File: src/sv/kwm_ram.sv
// Generic single-write, single-read RAM with registered read data.
`default_nettype none
module kwm_ram #(
	parameter int WIDTH = 32,
	parameter int DEPTH = 64
) (
	input  wire logic                     clk,
	input  wire logic                     we,
	input  wire logic [$clog2(DEPTH)-1:0] waddr,
	input  wire logic [WIDTH-1:0]         wdata,
	input  wire logic [$clog2(DEPTH)-1:0] raddr,
	output logic      [WIDTH-1:0]         rdata
);
	logic [WIDTH-1:0] mem_q [DEPTH];

	always_ff @(posedge clk) begin
		if (we) begin
			mem_q[waddr] <= wdata;
		end
		rdata <= mem_q[raddr];
	end
endmodule
`default_nettype wire

File: config.mk
export PLATFORM = sky130hd
export DESIGN_NAME = kwm_ram
export DESIGN_NICKNAME = d
export VERILOG_FILES = /design/src/sv/kwm_ram.sv
export SDC_FILE = /design/constraint.sdc
export NUM_CORES = 2
export LEC_CHECK = 0
export BUFFER_PORTS_ARGS = -buffer_cell sky130_fd_sc_hd__buf_2
export CAP_MARGIN = 0
export CORE_UTILIZATION = 61
export CTS_BUF_LIST = sky130_fd_sc_hd__clkbuf_2 sky130_fd_sc_hd__clkbuf_4 sky130_fd_sc_hd__clkbuf_8
export CTS_CLUSTER_DIAMETER = 120
export DETAILED_ROUTE_END_ITERATION = 16
export PLACE_DENSITY = 0.75
export SYNTH_ARGS = -nofsm -noshare
export SYNTH_HDL_FRONTEND = slang
export SYNTH_SLANG_ARGS = --single-unit
File: constraint.sdc
create_clock -name clk -period 6.1 [get_ports clk]
set_input_delay 0.61 -clock clk [delete_from_list [all_inputs] [get_ports clk]]
set_output_delay 0.61 -clock clk [all_outputs]
set_load 0.1 [all_outputs]
==> flow_metrics.py <==
metrics = {
    "critical_path": {
        "crit_path_end_kind": "flip-flop",
        "cp_slowest_cell": "a21oi_1",
        "worstPathArrival_ns": 4.08,
        "worst-path-max-fanout": 62,
        "crit_path_start_kind": "input port",
        "critPathKind": "in2reg",
        "critPathBufInv": 3,
        "crit_path_max_incr_delay_ns": 0.73,
        "critPathTopFamily": "buffers and inverters",
        "worstPathRequired_ns": 6.94,
        "crit_chain": "buf_8 > buf_12 > buf_4 > mux4_2 > mux2i_1 > a21oi_1 > a21oi_1 > nor2_1",
        "critPathMostFrequentCell": "a21oi_1",
    },
    "clock_network": {
        "clock_latency_ns": 1.02,
        "cts_setup_buffers": 0,
        "cts_tree": "done",
        "cts_resized": 0,
        "cts-root-buf": "clkbuf_8",
        "cts.path.max_buffers": 4,
        "h-tree-depth": 5,
        "cts_made_buffers": 326,
        "clkSlewWorstSetupHoldPaths_ns": 0.06,
        "clkSinkCount": 2080,
    },
    "synthesis": {
        "synth_cells": 3324,
        "yosys_warnings": 0,
        "synth_cell_types": 34,
        "yosysSeqAreaShare": 0.791,
        "netlist_area_um2": 78500,
        "syn_nets": 3370,
        "post_synth.cell_area_avg_um2": 23.6,
        "synth_seq_cells": 2080,
    },
    "sta": {
        "worst_slew_pin_slew_ns": 1.42,
        "setup_viol": 0,
        "totalNegativeSetupSlack_ns": 0,
        "hold_viol": 0,
        "fmax_mhz": 309,
        "fin_crit_sh": 0.531,
        "finClkSkew_ns": 0.0607,
        "holdWs_ns": 0.223,
        "finalMaxSlewViolations": 0,
        "slew_headroom": 0.0512,
        "period_minus_slack_ns": 3.24,
        "rsz0062_at_grt": "false",
    },
    "place": {
        "hpwl_um": 106000,
        "gp_congestion": 0.821,
        "port_buffers": 77,
    },
    "floorplanning": {
        "num_rows": 131,
        "die_y_um": 361,
        "io_pins": 78,
        "coreArea_um2": 128000,
        "initial_utilization": 0.615,
        "die_area_um2": 130000,
        "chipWidth_um": 361,
    },
    "pwr": {
        "p_leak_nw": 27.6,
        "p_per_area_nw_per_um2": 329,
        "comb_power_share": 0.057,
        "power_frac_seq": 0.550,
        "p_total_mw": 28.9,
        "swShare": 0.222,
        "p_int_mw": 22.5,
        "ir_drop_mv": 0.275,
        "switchingPower_mw": 6.41,
        "clock_power_share": 0.393,
    },
    "layout": {
        "final_cell_mix": "edfxtp_1, mux4_2, clkbuf_8",
        "utilization": 0.688,
        "area_growth_pct": 11.9,
        "final_nets": 3713,
        "mostFrequentLayoutCell": "edfxtp_1",
        "drive_gt1_frac": 0.335,
    },
    "routing": {
        "first_pass_iters": 5,
        "drc_errors": 0,
        "vias": 38300,
        "wl_per_cell_um": 35.4,
        "antenna_left": 0,
        "viasPerCell": 6.88,
        "drt-initial-drc-count": 5950,
        "wl_um": 197000,
    },
    "global_route": {
        "antenna_found_initial": 24,
        "track_usage": 0.309,
        "grt_pass1_vias": 38600,
        "grt_overflow": 0,
        "grt_max_degree": 89,
        "grt_pass1_wl_um": 277000,
    },
    "run": {
        "cap_violations": 0,
    },
    "min_path": {
        "hold_path_class": "in2reg",
    },
    "run_status": {
        "outcome": "completed",
    },
}
[cell families (layout without fill, tap and decap cells)]
logic type,Yosys count,in the layout,synth area share
and+or+nand+nor,223,223,0.0127
other,0,10,0
AOI/OAI and AO/OA,202,202,0.0167
DFF,2080,2080,0.791
muxes,637,637,0.168
buffers and inverters,182,755,0.0113
[worst paths after layout]
| check | start | end | slack, ns | cells past startpoint |
|---|---|---|---|---|
| max reg2reg | mem_q[14][0] | rdata[0] | 3.74 | 5 |
| min reg2reg | mem_q[28][4] | rdata[4] | 0.79 | 4 |
| min | waddr[2] | mem_q[54][12] | 0.22 | 3 |
| max | raddr[0] | rdata[0] | 2.86 | 8 |
[cells in the mapped netlist, drive strengths merged]
library cell / number / share of area
dfxtp: 32 / 0.0082
nand4: 2 / 0.00016
clkbuf: 74 / 0.0035
nand2b: 8 / 0.00064
nor3: 7 / 0.00045
mux2i: 93 / 0.012
a41o: 4 / 0.00051
a22oi: 12 / 0.0011
buf: 108 / 0.0077
or3b: 5 / 0.00056
a311oi: 8 / 0.00089
mux4: 544 / 0.16
nor2: 137 / 0.0065
a21oi: 62 / 0.0040
nand3b: 5 / 0.00048
o22ai: 84 / 0.0067
or2: 3 / 0.00024
nor2b: 15 / 0.0012
nand3: 5 / 0.00032
or3: 3 / 0.00024
nand4b: 1 / 0.00011
edfxtp: 2048 / 0.78
o32ai: 4 / 0.00045
and2: 2 / 0.00016
nand2: 26 / 0.0012
and3: 4 / 0.00032
a31oi: 1 / 0.000080
o221ai: 27 / 0.0030
[area by class of cell]
cell class,instances,area [um2]
timing repair buffer,197,1430
sequential,2080,62100
tap,1662,2080
antenna,10,25.0
fill,7341,39800
multi-input combinational,1062,16000
clock buffer,445,5480
clock inverter,113,741
[worst min-delay path, delay by kind of cell]
family,cells,cell delay (ns)
AND/OR/NAND/NOR,2,0.28
buffers and inverters,1,0.17
[power groups by stage]
stage / registers (mW) / logic (mW) / clock network, mW
2_1_floorplan: 16.4 / 0.769 / 0
3_3_place_gp: 16.2 / 1.60 / 0
3_5_place_dp: 16.2 / 1.64 / 0
4_1_cts: 15.9 / 1.64 / 11.5
5_1_grt: 15.9 / 1.71 / 12.1
6_report: 15.9 / 1.65 / 11.4
[routing by layer]
layer | up-vias | share of wire | wire, um | GRT usage
met5 | - | 0.00052 | 103 | 0
met2 | 2913 | 0.47 | 93000 | 0.469
met3 | 388 | 0.14 | 27900 | 0.0960
met1 | 20000 | 0.35 | 70100 | 0.431
li1 | 15000 | - | - | -
met4 | 14 | 0.032 | 6290 | 0.106
[through the flow]
stage	instance area, um2	std cells	worst slack, ns
after floorplan	78500	3324	2.33
after global placement	81600	5000	1.97
after detailed placement	81600	5000	1.98
after CTS	87800	5559	2.99
after global routing	87800	5560	2.81
final	87900	5569	2.86
[registers in the layout (all words and copies together) (netlist names)]
signal,count
rdata,32
mem_q,2048
[what timing repair did]
action	4_1_cts	5_1_grt
endpoints found under the setup margin	0	0
hold buffers	1	0
endpoints found under the hold margin	1	0
(Power assumes the default switching activity.)
